[config.mk]
export PLATFORM = sky130hd
export DESIGN_NAME = rc_remote_frame_decoder
export DESIGN_NICKNAME = d
export VERILOG_FILES = /design/src/sv/rcfd_pkg.sv /design/src/sv/rcfd_csr.sv /design/src/sv/rcfd_framer.sv /design/src/sv/rcfd_cond.sv /design/src/sv/rcfd_outreg.sv /design/src/sv/rc_remote_frame_decoder.sv
export SDC_FILE = /design/constraint.sdc
export NUM_CORES = 1
export LEC_CHECK = 0
export BUFFER_PORTS_ARGS = -buffer_cell sky130_fd_sc_hd__buf_2
export CAP_MARGIN = 5
export CORE_MARGIN = 2
export CORE_UTILIZATION = 35
export CTS_CLUSTER_DIAMETER = 40
export DETAILED_ROUTE_END_ITERATION = 8
export HOLD_SLACK_MARGIN = 0.1
export PLACE_DENSITY = 0.55
export SYNTH_ARGS = -nofsm -noshare
export SYNTH_HDL_FRONTEND = slang
export SYNTH_SLANG_ARGS = --single-unit
[constraint.sdc]
create_clock -name clock -period 7.25 [get_ports clock]
set_input_delay 1.45 -clock clock [delete_from_list [all_inputs] [get_ports clock]]
set_output_delay 1.45 -clock clock [all_outputs]
set_load 0.05 [all_outputs]
[src/sv/rcfd_pkg.sv]
`timescale 1ns / 1ps
// shared types, constants and channel conditioning functions for the remote frame decoder
// no dependencies; imported by every rcfd module and the top level

package rcfd_pkg;

   // frame layout
   localparam logic [7:0] HEADER_BYTE = 8'hAA;
   localparam logic [3:0] POS_HUNT    = 4'd0;
   localparam logic [3:0] POS_LAST    = 4'd9;
   localparam int         NUM_CHAN    = 4;

   // configuration port
   localparam int CSR_IDX_W  = 3;
   localparam int CSR_DATA_W = 16;

   localparam logic [CSR_IDX_W-1:0] CSR_CENTER_OFFSET  = 3'd0;
   localparam logic [CSR_IDX_W-1:0] CSR_STICK_LIMIT    = 3'd1;
   localparam logic [CSR_IDX_W-1:0] CSR_DEAD_ZONE      = 3'd2;
   localparam logic [CSR_IDX_W-1:0] CSR_THROTTLE_BASE  = 3'd3;
   localparam logic [CSR_IDX_W-1:0] CSR_THROTTLE_LIMIT = 3'd4;
   localparam logic [CSR_IDX_W-1:0] CSR_THROTTLE_FLOOR = 3'd5;

   // register reset values
   localparam logic [15:0] RST_CENTER_OFFSET  = 16'd1500;
   localparam logic [9:0]  RST_STICK_LIMIT    = 10'd500;
   localparam logic [9:0]  RST_DEAD_ZONE      = 10'd50;
   localparam logic [15:0] RST_THROTTLE_BASE  = 16'd1000;
   localparam logic [10:0] RST_THROTTLE_LIMIT = 11'd1000;
   localparam logic [10:0] RST_THROTTLE_FLOOR = 11'd100;

   // result payload width, padded to whole bytes
   localparam int CHAN_W     = 11;
   localparam int RSP_DATA_W = 48;

   typedef struct packed {
      logic [15:0] center_offset;
      logic [9:0]  stick_limit;
      logic [9:0]  dead_zone;
      logic [15:0] throttle_base;
      logic [10:0] throttle_limit;
      logic [10:0] throttle_floor;
   } cfg_type;

   typedef logic [15:0] raw_type;

   // one completed frame handed from the framer to the conditioning stage
   typedef struct packed {
      logic                   good;
      raw_type [NUM_CHAN-1:0] raw;
   } frame_type;

   // conditioned channels, channel zero in the lowest bits
   typedef struct packed {
      logic signed [CHAN_W-1:0] chan_three;
      logic        [CHAN_W-1:0] chan_two;
      logic signed [CHAN_W-1:0] chan_one;
      logic signed [CHAN_W-1:0] chan_zero;
   } chan_type;

   // stick channel: remove center, clamp to +-limit, zero inside the dead zone
   function automatic logic signed [CHAN_W-1:0] cond_stick(
      input logic [15:0] raw,
      input logic [15:0] center,
      input logic [9:0]  limit,
      input logic [9:0]  dead
   );
      logic signed [16:0]       diff;
      logic signed [16:0]       lim_s;
      logic signed [CHAN_W-1:0] val;
      logic        [CHAN_W-1:0] mag;
      diff  = $signed({1'b0, raw}) - $signed({1'b0, center});
      lim_s = $signed({7'd0, limit});
      if (diff > lim_s) begin
         val = $signed({1'b0, limit});
      end else if (diff < -lim_s) begin
         val = -$signed({1'b0, limit});
      end else begin
         val = diff[CHAN_W-1:0];
      end
      mag = val[CHAN_W-1] ? CHAN_W'(-val) : CHAN_W'(val);
      if (mag < {1'b0, dead}) begin
         val = '0;
      end
      return val;
   endfunction

   // throttle channel: remove base, clamp to 0..limit, then apply the floor
   function automatic logic [CHAN_W-1:0] cond_throttle(
      input logic [15:0] raw,
      input logic [15:0] base,
      input logic [10:0] limit,
      input logic [10:0] floor_val
   );
      logic signed [16:0]  diff;
      logic [CHAN_W-1:0]   val;
      diff = $signed({1'b0, raw}) - $signed({1'b0, base});
      if (diff > $signed({6'd0, limit})) begin
         val = limit;
      end else if (diff < 0) begin
         val = '0;
      end else begin
         val = diff[CHAN_W-1:0];
      end
      if (val < floor_val) begin
         val = '0;
      end else begin
         val = val - floor_val;
      end
      return val;
   endfunction

endpackage

[src/sv/rcfd_csr.sv]
`timescale 1ns / 1ps
// configuration register file of the remote frame decoder
// uses rcfd_pkg for register indexes, reset values and cfg_type

module rcfd_csr
   import rcfd_pkg::*;
(
   input  logic                  clock,
   input  logic                  reset,
   input  logic                  csr_valid,
   output logic                  csr_ready,
   input  logic [CSR_IDX_W-1:0]  csr_index,
   input  logic [CSR_DATA_W-1:0] csr_wdata,
   output cfg_type               cfg
);

   cfg_type cfg_ff;
   cfg_type cfg_in;

   // writes are always taken
   assign csr_ready = 1'b1;

   // register decode, unknown indexes are dropped
   always_comb begin
      cfg_in = cfg_ff;
      if (csr_valid) begin
         unique case (csr_index)
            CSR_CENTER_OFFSET:  cfg_in.center_offset  = csr_wdata;
            CSR_STICK_LIMIT:    cfg_in.stick_limit    = csr_wdata[9:0];
            CSR_DEAD_ZONE:      cfg_in.dead_zone      = csr_wdata[9:0];
            CSR_THROTTLE_BASE:  cfg_in.throttle_base  = csr_wdata;
            CSR_THROTTLE_LIMIT: cfg_in.throttle_limit = csr_wdata[10:0];
            CSR_THROTTLE_FLOOR: cfg_in.throttle_floor = csr_wdata[10:0];
            default: ;
         endcase
      end
   end

   always_ff @(posedge clock) begin
      if (reset) begin
         cfg_ff.center_offset  <= RST_CENTER_OFFSET;
         cfg_ff.stick_limit    <= RST_STICK_LIMIT;
         cfg_ff.dead_zone      <= RST_DEAD_ZONE;
         cfg_ff.throttle_base  <= RST_THROTTLE_BASE;
         cfg_ff.throttle_limit <= RST_THROTTLE_LIMIT;
         cfg_ff.throttle_floor <= RST_THROTTLE_FLOOR;
      end else begin
         cfg_ff <= cfg_in;
      end
   end

   assign cfg = cfg_ff;

endmodule

[src/sv/rcfd_framer.sv]
`timescale 1ns / 1ps
// byte framer: header hunt, raw channel assembly and running checksum
// uses rcfd_pkg for frame constants and frame_type

module rcfd_framer
   import rcfd_pkg::*;
(
   input  logic      clock,
   input  logic      reset,
   input  logic      byte_valid,
   input  logic [7:0] rx_byte,
   output logic      frame_valid,
   output frame_type frame
);

   logic [3:0]             pos_ff;
   logic [3:0]             pos_in;
   logic [7:0]             sum_ff;
   logic [7:0]             sum_in;
   raw_type [NUM_CHAN-1:0] raw_ff;
   logic [3:0]             pos_m1;
   logic [1:0]             chan_idx;
   logic                   data_beat;

   // channel slot of the current data byte
   assign pos_m1    = pos_ff - 4'd1;
   assign chan_idx  = pos_m1[2:1];
   assign data_beat = byte_valid && (pos_ff != POS_HUNT) && (pos_ff != POS_LAST);

   // position and checksum sequencing
   always_comb begin
      pos_in = pos_ff;
      sum_in = sum_ff;
      if (byte_valid) begin
         if (pos_ff == POS_HUNT) begin
            if (rx_byte == HEADER_BYTE) begin
               pos_in = 4'd1;
               sum_in = rx_byte;
            end
         end else if (pos_ff == POS_LAST) begin
            pos_in = POS_HUNT;
            sum_in = '0;
         end else begin
            pos_in = pos_ff + 4'd1;
            sum_in = sum_ff + rx_byte;
         end
      end
   end

   always_ff @(posedge clock) begin
      if (reset) begin
         pos_ff <= POS_HUNT;
         sum_ff <= '0;
      end else begin
         pos_ff <= pos_in;
         sum_ff <= sum_in;
      end
   end

   // raw channel bytes, big-endian, high byte first
   always_ff @(posedge clock) begin
      if (data_beat) begin
         if (pos_ff[0]) begin
            raw_ff[chan_idx] <= {rx_byte, 8'h00};
         end else begin
            raw_ff[chan_idx][7:0] <= rx_byte;
         end
      end
   end

   // checksum beat closes the frame
   assign frame_valid = byte_valid && (pos_ff == POS_LAST);
   assign frame.good  = (rx_byte == sum_ff);
   assign frame.raw   = raw_ff;

   // a stray byte while hunting leaves the framer hunting
   a_hunt_stays: assert property (@(posedge clock) disable iff (reset)
      byte_valid && (pos_ff == POS_HUNT) && (rx_byte != HEADER_BYTE) |=> pos_ff == POS_HUNT)
      else $error("framer left hunt without a header");

   // every checksum beat returns to hunt with a cleared sum
   a_frame_end: assert property (@(posedge clock) disable iff (reset)
      frame_valid |=> (pos_ff == POS_HUNT) && (sum_ff == 8'd0))
      else $error("framer did not rearm after frame end");

endmodule

[src/sv/rcfd_cond.sv]
`timescale 1ns / 1ps
// frame stage and channel conditioning with the held value store
// uses rcfd_pkg for cfg_type, frame_type, chan_type and the conditioning functions

module rcfd_cond
   import rcfd_pkg::*;
(
   input  logic      clock,
   input  logic      reset,
   input  cfg_type   cfg,
   input  logic      frame_valid,
   input  frame_type frame,
   output logic      in_ready,
   output logic      out_valid,
   input  logic      out_ready,
   output chan_type  out_chan,
   output logic      out_good
);

   logic      ev_valid_ff;
   logic      ev_valid_in;
   frame_type ev_ff;
   chan_type  held_ff;
   chan_type  held_in;
   chan_type  fresh;
   logic      ev_adv;

   // stage handshake
   assign ev_adv   = ev_valid_ff && out_ready;
   assign in_ready = !ev_valid_ff || out_ready;

   always_comb begin
      ev_valid_in = ev_valid_ff;
      if (frame_valid) begin
         ev_valid_in = 1'b1;
      end else if (ev_adv) begin
         ev_valid_in = 1'b0;
      end
   end

   always_ff @(posedge clock) begin
      if (reset) begin
         ev_valid_ff <= 1'b0;
      end else begin
         ev_valid_ff <= ev_valid_in;
      end
   end

   always_ff @(posedge clock) begin
      if (frame_valid) begin
         ev_ff <= frame;
      end
   end

   // conditioning of the four channels
   always_comb begin
      fresh.chan_zero  = cond_stick(ev_ff.raw[0], cfg.center_offset, cfg.stick_limit,
                                    cfg.dead_zone);
      fresh.chan_one   = cond_stick(ev_ff.raw[1], cfg.center_offset, cfg.stick_limit,
                                    cfg.dead_zone);
      fresh.chan_two   = cond_throttle(ev_ff.raw[2], cfg.throttle_base, cfg.throttle_limit,
                                       cfg.throttle_floor);
      fresh.chan_three = cond_stick(ev_ff.raw[3], cfg.center_offset, cfg.stick_limit,
                                    cfg.dead_zone);
   end

   // held values only move on a good checksum
   assign held_in = ev_ff.good ? fresh : held_ff;

   always_ff @(posedge clock) begin
      if (reset) begin
         held_ff <= '0;
      end else if (ev_adv) begin
         held_ff <= held_in;
      end
   end

   assign out_valid = ev_valid_ff;
   assign out_chan  = held_in;
   assign out_good  = ev_ff.good;

   // stale frames and idle cycles never touch the held values
   a_held_stale: assert property (@(posedge clock) disable iff (reset)
      !(ev_adv && ev_ff.good) |=> $stable(held_ff))
      else $error("held values changed without a good frame");

   // a stalled frame keeps its slot and payload
   a_stage_hold: assert property (@(posedge clock) disable iff (reset)
      ev_valid_ff && !out_ready |=> ev_valid_ff && $stable(ev_ff))
      else $error("frame stage lost a stalled frame");

endmodule

[src/sv/rcfd_outreg.sv]
`timescale 1ns / 1ps
// result register in front of the response channel
// uses rcfd_pkg for chan_type

module rcfd_outreg
   import rcfd_pkg::*;
(
   input  logic     clock,
   input  logic     reset,
   input  logic     in_valid,
   output logic     in_ready,
   input  chan_type in_chan,
   input  logic     in_good,
   output logic     rsp_valid,
   input  logic     rsp_ready,
   output chan_type rsp_chan,
   output logic     rsp_good
);

   logic     valid_ff;
   logic     valid_in;
   chan_type chan_ff;
   logic     good_ff;

   // free when empty or when the current beat leaves
   assign in_ready = !valid_ff || rsp_ready;

   always_comb begin
      valid_in = valid_ff;
      if (in_ready) begin
         valid_in = in_valid;
      end
   end

   always_ff @(posedge clock) begin
      if (reset) begin
         valid_ff <= 1'b0;
      end else begin
         valid_ff <= valid_in;
      end
   end

   always_ff @(posedge clock) begin
      if (in_ready && in_valid) begin
         chan_ff <= in_chan;
         good_ff <= in_good;
      end
   end

   assign rsp_valid = valid_ff;
   assign rsp_chan  = chan_ff;
   assign rsp_good  = good_ff;

endmodule

[src/sv/rc_remote_frame_decoder.sv]
`timescale 1ns / 1ps
// top level of the remote frame decoder
// uses rcfd_pkg, rcfd_csr, rcfd_framer, rcfd_cond and rcfd_outreg

// Takes one received byte per beat on req_ and accepts a byte every cycle while the
// result side keeps up. Bytes are dropped until the 0xAA header; the next eight bytes
// form four big-endian channels and the tenth is an 8-bit sum of the nine before it.
// Only the checksum byte produces a result. The frame is registered in the frame
// stage, where the channels are conditioned, and then moves into the result register,
// from which the held channel values are presented on rsp_. rsp_tuser is high if the
// checksum matched and the values were refreshed, low if they are stale. When
// rsp_tready is held low, one finished frame waits in the result register and a second
// in the frame stage; only then does req_tready drop. Registers on csr_ are always
// taken and must be written while no frame result is pending.

module rc_remote_frame_decoder
   import rcfd_pkg::*;
(
   input  logic                  clock,
   input  logic                  reset,
   // input bytes
   input  logic                  req_tvalid,
   output logic                  req_tready,
   input  logic [7:0]            req_tdata,   // [7:0] rx_byte
   // frame results
   output logic                  rsp_tvalid,
   input  logic                  rsp_tready,
   output logic [RSP_DATA_W-1:0] rsp_tdata,   // [10:0] chan_zero, [21:11] chan_one,
                                              // [32:22] chan_two, [43:33] chan_three,
                                              // [47:44] zero
   output logic                  rsp_tuser,   // [0] frame_good
   // configuration writes
   input  logic                  csr_valid,
   output logic                  csr_ready,
   input  logic [CSR_IDX_W-1:0]  csr_index,
   input  logic [CSR_DATA_W-1:0] csr_wdata
);

   cfg_type   cfg;
   logic      byte_valid;
   logic      frame_valid;
   frame_type frame;
   logic      cond_valid;
   logic      cond_ready;
   chan_type  cond_chan;
   logic      cond_good;
   chan_type  rsp_chan;

   assign byte_valid = req_tvalid && req_tready;

   rcfd_csr u_csr (
      .clock     (clock),
      .reset     (reset),
      .csr_valid (csr_valid),
      .csr_ready (csr_ready),
      .csr_index (csr_index),
      .csr_wdata (csr_wdata),
      .cfg       (cfg)
   );

   rcfd_framer u_framer (
      .clock       (clock),
      .reset       (reset),
      .byte_valid  (byte_valid),
      .rx_byte     (req_tdata),
      .frame_valid (frame_valid),
      .frame       (frame)
   );

   rcfd_cond u_cond (
      .clock       (clock),
      .reset       (reset),
      .cfg         (cfg),
      .frame_valid (frame_valid),
      .frame       (frame),
      .in_ready    (req_tready),
      .out_valid   (cond_valid),
      .out_ready   (cond_ready),
      .out_chan    (cond_chan),
      .out_good    (cond_good)
   );

   rcfd_outreg u_outreg (
      .clock     (clock),
      .reset     (reset),
      .in_valid  (cond_valid),
      .in_ready  (cond_ready),
      .in_chan   (cond_chan),
      .in_good   (cond_good),
      .rsp_valid (rsp_tvalid),
      .rsp_ready (rsp_tready),
      .rsp_chan  (rsp_chan),
      .rsp_good  (rsp_tuser)
   );

   // pack the result beat
   assign rsp_tdata = {(RSP_DATA_W - $bits(chan_type))'(0), rsp_chan};

endmodule
# [Word-level counts from Yosys, hierarchy flattened]
# Cells that the tools add are included.
[word_totals] input_bits=32 elab_cells=117 reg_bits=306
[op_classes] order_cmp=14 reduce_logical=21 addsub=13 n_eq_ne=10 muxes=31
[ops] operator="$mux W11" count=15
[ops] operator="$bwmux W64" count=2
[ops] operator="$sub A16 B16 Y17" count=4
[ops] operator="$demux W16 S2" count=2
[ops] operator="$mux W64" count=1
[ops] operator="$gt A17 B11 Y1" count=3
[ops] operator="$lt A17 B17 Y1" count=3
[ops] operator="$mux W44" count=1
[ops] operator="$lt A11 B10 Y1" count=3
[ops] operator="$neg A11 Y11" count=3
[ops] operator="$mux W8" count=4
[ops] operator="$gt A17 B12 Y1" count=1
[ops] operator="$lt A17 B1 Y1 const B" count=1
[ops] operator="$neg A10 Y17" count=1
[ops] operator="$mux W16" count=1
[ops] operator="$reduce_and A2 Y1" count=7
[ops] operator="$mux W4" count=3
[ops] operator="$lt A11 B11 Y1" count=1
[ops] operator="$neg A10 Y11" count=1
[ops] operator="$sub A11 B11 Y11" count=1
[ops] operator="$add A8 B8 Y8" count=1
[ops] operator="$eq A8 B8 Y1" count=1
[ops] operator="$eq A8 B8 Y1 const B" count=1
[ops] operator="$eq A3 B2 Y1 const B" count=2
[ops] operator="other kinds (17)" count=26

# [Logic depth before layout (Yosys ltp)]
# Gate-level depths: netlist (run 1).
[depth] ltp_word=9 mapped_depth=35 ltp_nobuf=34

# [Hierarchy]
# Synthesis (run 1) repeated with hierarchy kept, for this count alone.
[hier_totals] hier_cells=2129 area_unflattened_um2=20393.3
[modules_own_cells] module="rcfd_cond" seq_area_each_um2=2852.7 instances=1 area_per_inst_um2=12450.7 cells_per_inst=1494
[modules_own_cells] module="rcfd_framer" seq_area_each_um2=2162.1 instances=1 area_per_inst_um2=3524.6 cells_per_inst=296
[modules_own_cells] module="rcfd_csr" seq_area_each_um2=1481.4 instances=1 area_per_inst_um2=2971.6 cells_per_inst=283
[modules_own_cells] module="rcfd_outreg" seq_area_each_um2=1371.3 instances=1 area_per_inst_um2=1406.3 cells_per_inst=50
[modules_own_cells] module="rc_remote_frame_decoder" seq_area_each_um2=0.0 instances=1 area_per_inst_um2=40.0 cells_per_inst=6

# [Worst setup path after synthesis (run 1)]
# No wires, ideal clock.
[synth_path] path_kind="flip-flop to flip-flop" from="reg u_cond.ev_ff[32] (netlist name)" to="reg u_outreg.chan_ff (netlist bit u_outreg.rsp_chan[24]), data pin" t_arrival_ps=6501 period_less_slack_ps=6758 n_path_buf=1 setup_time_ps=256 path_stages_with_launch=33 path_slack_ps=492 path_cell_list="edfxtp_1 > inv_1 > ha_1 > inv_1 > fa_1 > a21o_1 > a21oi_1 > o21ai_0 > a21o_1 > a21oi_1 > o21ai_0 > nor2_1 > xnor2_1 > ha_1 > a2111oi_0 > a21oi_1 > a21oi_1 > inv_1 > a211oi_1 > clkbuf_1 > mux2i_1 > nor2_1 > ha_1 > o21ai_0 > a21boi_0 > o21ai_0 > a21oi_1 > o21ai_0 > a21oi_1 > o31a_1 > o31ai_1 > clkinv_1 > a22o_1"
[synth_lines] element="start: declaration" line_no="rcfd_cond.sv:22" text="frame_type ev_ff;"
[synth_lines] element="start signal: assignment" line_no="rcfd_cond.sv:51" text="ev_ff <= frame;"
[synth_lines] element="end signal: assignment" line_no="rcfd_outreg.sv:45" text="chan_ff <= in_chan;"
[synth_lines] element="end: declaration" line_no="rcfd_outreg.sv:22" text="chan_type chan_ff;"

==> metrics.yaml, run 1 <==
clocking:
  clk_latency_ns: 0.59
  max-clock-path-buffers: 3
  clk_pin_slew_ns: 0.06
  clkSinkCount: 306
  cts_buffers: 49
  root_buffer: "clkbuf_16"
  htreeDepth: 2
  cts_tree: "yes"
yosys:
  ys_types: 94
  ys.flop_type: "edfxtp_1"
  synth_top_area_share_pct: 26.27
  synth-edff-count: 174
  ys_seq_area_share_pct: 39.55
  ys_ff_latch: 306
  synth.area.top_cells: "edfxtp_1 26%, dfxtp_1 13%, ha_1 13%"
  synth_area_leader_cell: "edfxtp_1"
  syn_area_per_cell_um2: 9.370
  syn_area_mm2: 0.01989
  synth_cells: 2123
  yosys_warnings: 0
  async_flop_share_pct: 0
place:
  dp_hpwl_mm: 43.32
  placed_cell_area_mm2: 0.02138
  gp_congestion: 0.9398
  port_buffers: 78
global_route:
  grt_pass1_vias: 15500
  grt_max_degree: 91
  antenna_found_initial: 0
  grt_pass1_wl_mm: 87.98
  grt.overflow.total: 0
  grt_use_total_pct: 18.82
drt:
  wirelength_mm: 56.65
  drc: 0
  drt_iter0_drc: 1147
  antenna_left: 0
  vias: 16230
  via_per_inst: 5.334
  drtPass1Iterations: 7
  post_drt_wl_per_cell_um: 18.62
layout:
  final_area_mm2: 0.02337
  final_common_cell: "nand2_1"
  most-common-layout-cells: "214 x nand2_1, 205 x ha_1, 174 x edfxtp_1, 173 x nor2_1, 149 x a21oi_1"
  seqCellArea_mm2: 0.007869
  final_nets: 2488
  syn_to_final_growth_pct: 17.47
  drive_above_1_share_pct: 13.60
  fillers: 5536
  antenna_cells: 0
  multi_input_area_mm2: 0.01128
die:
  io_pins: 84
  core_mm2: 0.05628
  chipHeight_um: 242.4
  start_util_pct: 35.35
  std_cell_rows: 87
  die_area_mm2: 0.05876
  die_x_um: 242.4
worst_setup_path:
  worstPathRequired_ns: 7.59
  crit_path_end_kind: "flop"
  crit_fanout: 15
  crit_path_frequent_cell: "a21oi_1"
  cp_slowest_cell: "fa_1"
  cp-start-kind: "flop"
  worst-setup-path-type: "reg -> reg"
  cp.arrival_ns: 7.30
  worst_path_largest_cell_delay_ns: 0.53
timing:
  setup_viol: 0
  tightestPinTransition_ns: 1.090
  max_freq_mhz: 143.7
  finalCriticalPeriod_ns: 6.961
  fin_crit_sh_pct: 96.02
  hold_ws_ns: 0.4098
  clock_skew_ns: 0.01638
  maxSlewViolCount: 0
  relSlewSlack_pct: 26.79
  hold_violations: 0
job:
  drv_cap: 0
power:
  leakage_uw: 0.009609
  peakVddDrop_mv: 0.1754
  p_total_uw: 4777
  p_per_area_mw_per_mm2: 204.4
run_status:
  status: "complete, no violations"
worst_hold_path:
  hold_class: "reg -> reg"
## path summary, 6_finish.rpt
kind | start | end | slack, ns | cells past startpoint
max | u_csr.cfg[59] | u_outreg.rsp_chan[37] | 0.29 | 31
min | u_framer.frame[24] | u_cond.ev_ff[24] | 0.41 | 0
max reg2reg | u_csr.cfg[59] | u_outreg.rsp_chan[37] | 0.29 | 31
min reg2reg | u_framer.frame[24] | u_cond.ev_ff[24] | 0.41 | 0
## synthesized netlist by cell type (all sizes together), types with 19 or more instances
library cell    n
xnor2          50
nand3b         19
a211oi         28
a22o           34
and2           54
o21ai          89
xor2           25
clkbuf         71
nand2b         21
nor2          175
nand4          22
a21o           46
nor2b          21
a32o           19
ha            205
and3           32
mux2i          36
a21oi         150
nor3           44
nand3          37
a211o          28
edfxtp        174
nand2         214
o21a           25
dfxtp         132
inv           143
## repair_timing
item / in CTS / in global routing
endpoints found under the setup margin: 10 / 75
hold buffers: 0 / 0
gates cloned: 0 / 1
gates resized for setup: 3 / 32
pin swaps: 0 / 5
setup buffers: 0 / 9
## area by class of cell
cell class	instances	area share, %
flip-flops and latches	306	33.67
repair inverters	1	0.03213
repair buffers	150	4.032
well taps	756	4.048
multi-input cells	1590	48.27
clock buffers	55	5.563
inverters	147	2.393
clock inverters	37	1.986
## metal layers
layer	global-route usage, %	wire [µm]	share of wire (%)	vias up
li1	-	-	-	8026
met4	6.627	1877	3.3	0
met1	25.28	26550	47	7643
met2	30.77	25930	46	436
met5	0	0	0	-
met3	2.825	2289	4.0	121
## state kept, by name (all words and copies together), names as in the netlist
register / flops
u_outreg.rsp_chan: 44
u_csr.cfg: 74
u_cond.out_good: 1
u_cond.held_ff: 44
u_framer.sum_ff: 8
u_cond.ev_ff: 64
u_outreg.rsp_good: 1
u_framer.pos_ff: 4
u_cond.out_valid: 1
u_outreg.rsp_valid: 1
u_framer.frame: 64
## per-stage QoR
stage               cells  util (%)  setup TNS [ns]  setup WS [ns]
floorplan            2126         -               0         0.4922
global placement     2940     37.99         -0.3905       -0.06679
detailed placement   2940     37.99         -0.6748       -0.08521
CTS                  3032     41.15               0        0.01416
global route         3042     41.52        -0.08933       -0.02585
finish               3042     41.52               0         0.2888
## worst max-delay path: cells and delay by family (launching register included)
kind            cells  cell delay [ns]
compound gates     16             3.33
xor+xnor            2             0.39
fa+ha+maj           4             1.40
buf+inv             4             0.78
flops               1             0.35
simple gates        5             0.43
## power by group
group,internal [µW],switching (µW),leakage (µW)
combinational,183,301,0.00599
clock,1520,934,0.000860
sequential,1830,8.05,0.00276
total,3530,1240,0.00961
## logic make-up after synthesis
kind of cell,Yosys count,share of synthesized area [%]
AOI/OAI and AO/OA,567,20.09
xor gates and xnor gates,75,3.302
adders and majority gates,211,13.50
buffers and inverters,230,4.516
DFF,306,39.55
muxes,48,2.491
other,2,0.03775
and+or+nand+nor,684,16.52
No activity file was read; power rests on OpenSTA's default activity.
==> inputs of run 2 (changes only) <==
Settings changed: CORE_UTILIZATION 35 to 57, PLACE_DENSITY 0.55 to 0.8.
==> run 2 against run 1 <==
Via count is 2.7% higher. Worst setup slack got worse by 0.0062 ns. Flip-flop and latch count unchanged. Wire length fell by 4.7%. Global-route usage grew 11 points. Largest cell class unchanged. Sequential power hardly changed. Highest routed layer unchanged. Critical path depth is the same. Fmax about the same. Sequential share of layout area increased by 1.2 points. Die area shrank 38%. Combinational power shrank 0.8%. Register-to-register slack barely moved.
==> metrics.yaml, run 2 (synthesis results as in run 1) <==
run_status:
  status: "complete, no violations"
drt:
  via_per_inst: 6.124
  m1WireLength_mm: 23.01
  routed-wl-met2_mm: 24.99
  antenna_left: 0
  wirelength_mm: 53.97
  drtPass1Iterations: 5
  top_layer_used: "met4"
  vias: 16660
  post_drt_wl_per_cell_um: 19.84
  wl_met3_mm: 3.353
  drc: 0
  drt_iter0_drc: 1266
power:
  p_per_area_mw_per_mm2: 192.2
  leakage_uw: 0.009412
  peakVddDrop_mv: 0.2478
  p_total_uw: 4339
timing:
  tightestPinTransition_ns: 1.131
  worst_slack_ns: 0.2827
  maxSlewViolCount: 0
  setup_tns_ns: 0
  finalCriticalPeriod_ns: 6.967
  clock_skew_ns: 0.02353
  relSlewSlack_pct: 24.01
  setup_viol: 0
  hold_violations: 0
  rsz0062_at_grt: "yes"
  max_freq_mhz: 143.5
  fin_crit_sh_pct: 96.10
job:
  drv_cap: 0
die:
  die_x_um: 190.8
  start_util_pct: 57.73
  io_pins: 84
  chipHeight_um: 190.8
  die_area_mm2: 0.03641
  std_cell_rows: 68
  core_mm2: 0.03446
place:
  dp_slack_ns: -0.1074
  gp_congestion: 1.002
  port_buffers: 78
  dp_hpwl_mm: 40.97
  dp.cells: 2643
layout:
  largest_reg_flops: 74
  fillers: 2737
  final_common_cell: "nand2_1"
  final_nets: 2476
  antenna_cells: 0
  most-common-layout-cells: "214 x nand2_1, 205 x ha_1, 174 x edfxtp_1, 172 x nor2_1, 149 x a21oi_1"
  syn_to_final_growth_pct: 13.49
  drive_above_1_share_pct: 12.76
  layout.cells.non_filler: 2720
clocking:
  root_buffer: "clkbuf_16"
  clkSinkCount: 306
  htreeDepth: 2
  cts_tree: "yes"
  max-clock-path-buffers: 3
  clk_latency_ns: 0.55
  clk_pin_slew_ns: 0.06
  cts_buffers: 41
worst_setup_path:
  crit_path_end_kind: "flop"
  worst-setup-path-type: "reg -> reg"
  cp-start-kind: "flop"
  crit_fanout: 8
  crit_family: "compound AO/OA/AOI/OAI gates"
  critPathBufInv: 4
  worstPathRequired_ns: 7.60
  cp_slowest_cell: "a2111o_1"
  crit_start: "u_cond.ev_ff[16]"
  cp.arrival_ns: 7.31
  r2r-start: "u_cond.ev_ff[16]"
  crit_path_frequent_cell: "ha_1"
  worst_path_largest_cell_delay_ns: 0.49
global_route:
  grt_use_total_pct: 29.59
  grt_pass1_vias: 16110
  grt_max_degree: 95
  grt.overflow.total: 0
  antenna_found_initial: 0
  grt_pass1_wl_mm: 85.29
worst_hold_path:
  hold_class: "reg -> reg"
  min_from: "u_framer.frame[51]"
run 2: area by class of cell:
cell class                 instances  area [µm²]  share of cell area (%)
inverter                         147       555.5                   2.461
sequential                       306        7868                   34.85
clock buffer                      47        1070                   4.738
clock inverter                    28       326.6                   1.446
multi-input combinational       1590       11280                   49.94
timing repair buffer             147       912.1                   4.040
tap                              455       569.3                   2.522
run 2: per-stage QoR:
| stage | instance area, µm² | hold WS [ns] | utilization (%) |
|---|---|---|---|
| 2_1_floorplan | 19900 | 0.4003 | - |
| 3_3_place_gp | 21030 | 0.4007 | 61.04 |
| 3_5_place_dp | 21030 | 0.4045 | 61.04 |
| 4_1_cts | 22430 | 0.4172 | 65.10 |
| 5_1_grt | 22580 | 0.4241 | 65.52 |
| 6_report | 22580 | 0.4159 | 65.52 |
run 2: path summary, 6_finish.rpt:
check,end,slack [ns],cells after the start
min reg2reg,u_cond.ev_ff[51],0.42,0
max reg2reg,u_outreg.rsp_chan[20],0.28,31
max,u_outreg.rsp_chan[20],0.28,31
min,u_cond.ev_ff[51],0.42,0
run 2: where the power goes:
group	total (µW)	leakage (µW)	switching [µW]	internal, µW
sequential	1840	0.00276	7.72	1830
clock	2020	0.000683	816	1210
combinational	480	0.00597	299	181
total	4340	0.00941	1120	3220
run 2: per-layer routing:
layer | global-route usage (%) | vias up
met5 | 0 | -
met4 | 14.25 | 0
met3 | 3.754 | 178
met2 | 48.55 | 713
met1 | 38.74 | 7782
li1 | - | 7984
run 2: what timing repair did:
item | in CTS | in global routing
hold buffers | 0 | 0
endpoints found under the setup margin | 7 | 87
pin swaps | 0 | 2
resized for setup | 2 | 35
buffers inserted | 0 | 2
==> inputs of run 3 (changes only) <==
--- a/config.mk
+++ b/config.mk
@@ -13,4 +13,5 @@
 export DETAILED_ROUTE_END_ITERATION = 8
+export GPL_TIMING_DRIVEN = 0
 export HOLD_SLACK_MARGIN = 0.1
-export PLACE_DENSITY = 0.8
+export PLACE_DENSITY = 0.82
 export SYNTH_ARGS = -nofsm -noshare
--- a/constraint.sdc
+++ b/constraint.sdc
@@ -3,2 +3,2 @@
 set_output_delay 1.45 -clock clock [all_outputs]
-set_load 0.05 [all_outputs]
+set_load 0.01 [all_outputs]
==> run 3 against run 2 <==
Worst setup slack got worse by 0.042 ns. Global-route usage rose by 0.34 points. Wire length rose by 3.2%. Critical endpoint unchanged.
==> metrics.yaml, run 3 (synthesis results as in run 1) <==
run_status:
  status: "complete, no violations"
drt:
  via_per_inst: 6.185
  post_drt_wl_per_cell_um: 20.14
  drc: 0
  wirelength_mm: 55.69
  antenna_left: 0
  drtPass1Iterations: 5
  vias: 17100
  drt_iter0_drc: 1297
power:
  intPower_uw: 3105
  seq_power_share_pct: 43.6
  swShare_pct: 26.36
  p_per_area_mw_per_mm2: 184.7
  p_switching_uw: 1112
  power_frac_comb_pct: 11.6
  leakage_uw: 0.009436
  p_clk_share_pct: 44.9
  peakVddDrop_mv: 0.2050
timing:
  maxSlewViolCount: 0
  max_freq_mhz: 142.7
  clock_skew_ns: 0.01855
  setup_tns_ns: 0
  tightestPinTransition_ns: 1.082
  hold_violations: 0
  setup_viol: 0
  finalCriticalPeriod_ns: 7.009
  fin_crit_sh_pct: 96.68
  relSlewSlack_pct: 27.30
layout:
  syn_to_final_growth_pct: 14.77
  drive_above_1_share_pct: 12.99
  layout.cells.non_filler: 2765
  final_common_cell: "nand2_1"
  most-common-layout-cells: "214 x nand2_1, 204 x ha_1, 174 x edfxtp_1, 171 x nor2_1, 148 x a21oi_1"
  largest_reg_flops: 74
  final_nets: 2521
  final_area_mm2: 0.02283
die:
  chipHeight_um: 190.8
  core_mm2: 0.03446
  die_x_um: 190.8
  die_area_mm2: 0.03641
  std_cell_rows: 68
  start_util_pct: 57.73
  io_pins: 84
worst_setup_path:
  worst_path_largest_cell_delay_ns: 0.35
  crit_start: "u_csr.cfg[59]"
  worstPathRequired_ns: 7.60
  r2r_cells: 35
  worst-setup-path-type: "reg -> reg"
  crit_fanout: 10
  regToRegSetupSlack_ns: 0.24
  r2r-start: "u_csr.cfg[59]"
  cp.arrival_ns: 7.36
  rr_endpoint: "u_outreg.rsp_chan[20]"
  crit_path_end_kind: "flop"
  cp-start-kind: "flop"
  cp_slowest_cell: "dfxtp_2"
clocking:
  root_buffer: "clkbuf_16"
  cts_tree: "yes"
  cts_buffers: 39
  clk_pin_slew_ns: 0.06
  htreeDepth: 2
  max-clock-path-buffers: 3
  clkSinkCount: 306
  clk_latency_ns: 0.55
  hold_buffers: 0
place:
  dp_hpwl_mm: 41.91
  port_buffers: 77
  dp.cells: 2659
  gp_congestion: 0.9753
  placed_cell_area_mm2: 0.02088
worst_hold_path:
  hold_class: "reg -> reg"
  worstHoldPathCells: 0
  whs_endpoint: "u_cond.ev_ff[47]"
  min_from: "u_framer.frame[47]"
global_route:
  grt_max_degree: 46
  grt.overflow.total: 0
  antenna_found_initial: 0
  grt_use_total_pct: 29.94
  grt_pass1_wl_mm: 85.73
  grt_pass1_vias: 16200
job:
  drv_cap: 0
run 3: cell types whose count changed in the layout (fill, tap and decap cells not counted), sizes merged:
cell      change
inv           -3
clkinv        +5
clkbuf       +61
diode         +1
clkinvlp      +1
bufinv        -1
buf          -19
run 3: cell type report:
| type | instances | area [µm²] |
|---|---|---|
| fill | 2670 | 11630 |
| multi-input combinational | 1590 | 11510 |
| sequential | 306 | 7870 |
| clock buffer | 42 | 997.2 |
| timing repair buffer | 113 | 665.6 |
| tap | 455 | 569.3 |
| inverter | 147 | 561.8 |
| buffer | 81 | 370.4 |
| clock inverter | 30 | 286.5 |
| antenna | 1 | 2.502 |
run 3: power groups by stage:
stage               sequential [µW]  clock [µW]  combinational, µW
floorplan                      1870           0                313
global placement               1870           0                426
detailed placement             1870           0                443
CTS                            1840        1910                458
global route                   1840        1980                532
finish                         1840        1890                488
run 3: routing by layer:
| metal | vias to the layer above | GRT usage, % | wire [µm] |
|---|---|---|---|
| li1 | 8085 | - | - |
| met4 | 0 | 16.28 | 3096 |
| met2 | 763 | 49.48 | 26150 |
| met5 | - | 0 | 0 |
| met3 | 187 | 4.233 | 3832 |
| met1 | 8066 | 37.84 | 22610 |
run 3: worst max-delay path by stage:
stage                                  endpoint  slack (ns)  cells after the start
after floorplan           u_outreg.rsp_chan[24]        0.49                     32
after global placement     u_outreg.rsp_chan[1]       -1.65                     32
after detailed placement   u_outreg.rsp_chan[1]       -1.91                     32
after CTS                    u_cond.held_ff[29]       -0.05                     30
after global routing      u_outreg.rsp_chan[11]       -0.15                     34
final                     u_outreg.rsp_chan[20]        0.24                     35
run 3: stage by stage:
stage	utilization (%)	hold slack (ns)	total power, µW	setup WS (ns)
after floorplan	-	0.4003	2183	0.4922
after global placement	60.53	0.4006	2299	-1.652
after detailed placement	60.59	0.4045	2316	-1.910
after CTS	64.92	0.4173	4204	-0.04821
after global routing	66.25	0.4215	4347	-0.1523
final	66.26	0.4174	4217	0.2405
run 3: what timing repair did:
item                                    4_1_cts  5_1_grt
endpoints found under the setup margin       88       88
gates cloned                                  0        0
pin swaps                                     6       16
buffers inserted                              7       28
gates resized for setup                      39       71
run 3: critical path, delay by kind of cell, from the launching register on:
kind / cells / cell delay [ns]
adder cells (fa/ha/maj): 4 / 1.02
multiplexers: 2 / 0.42
flip-flops: 1 / 0.35
AND/OR/NAND/NOR: 5 / 0.57
XOR/XNOR: 2 / 0.25
buffers and inverters: 7 / 1.17
AO/OA/AOI/OAI: 15 / 3.06
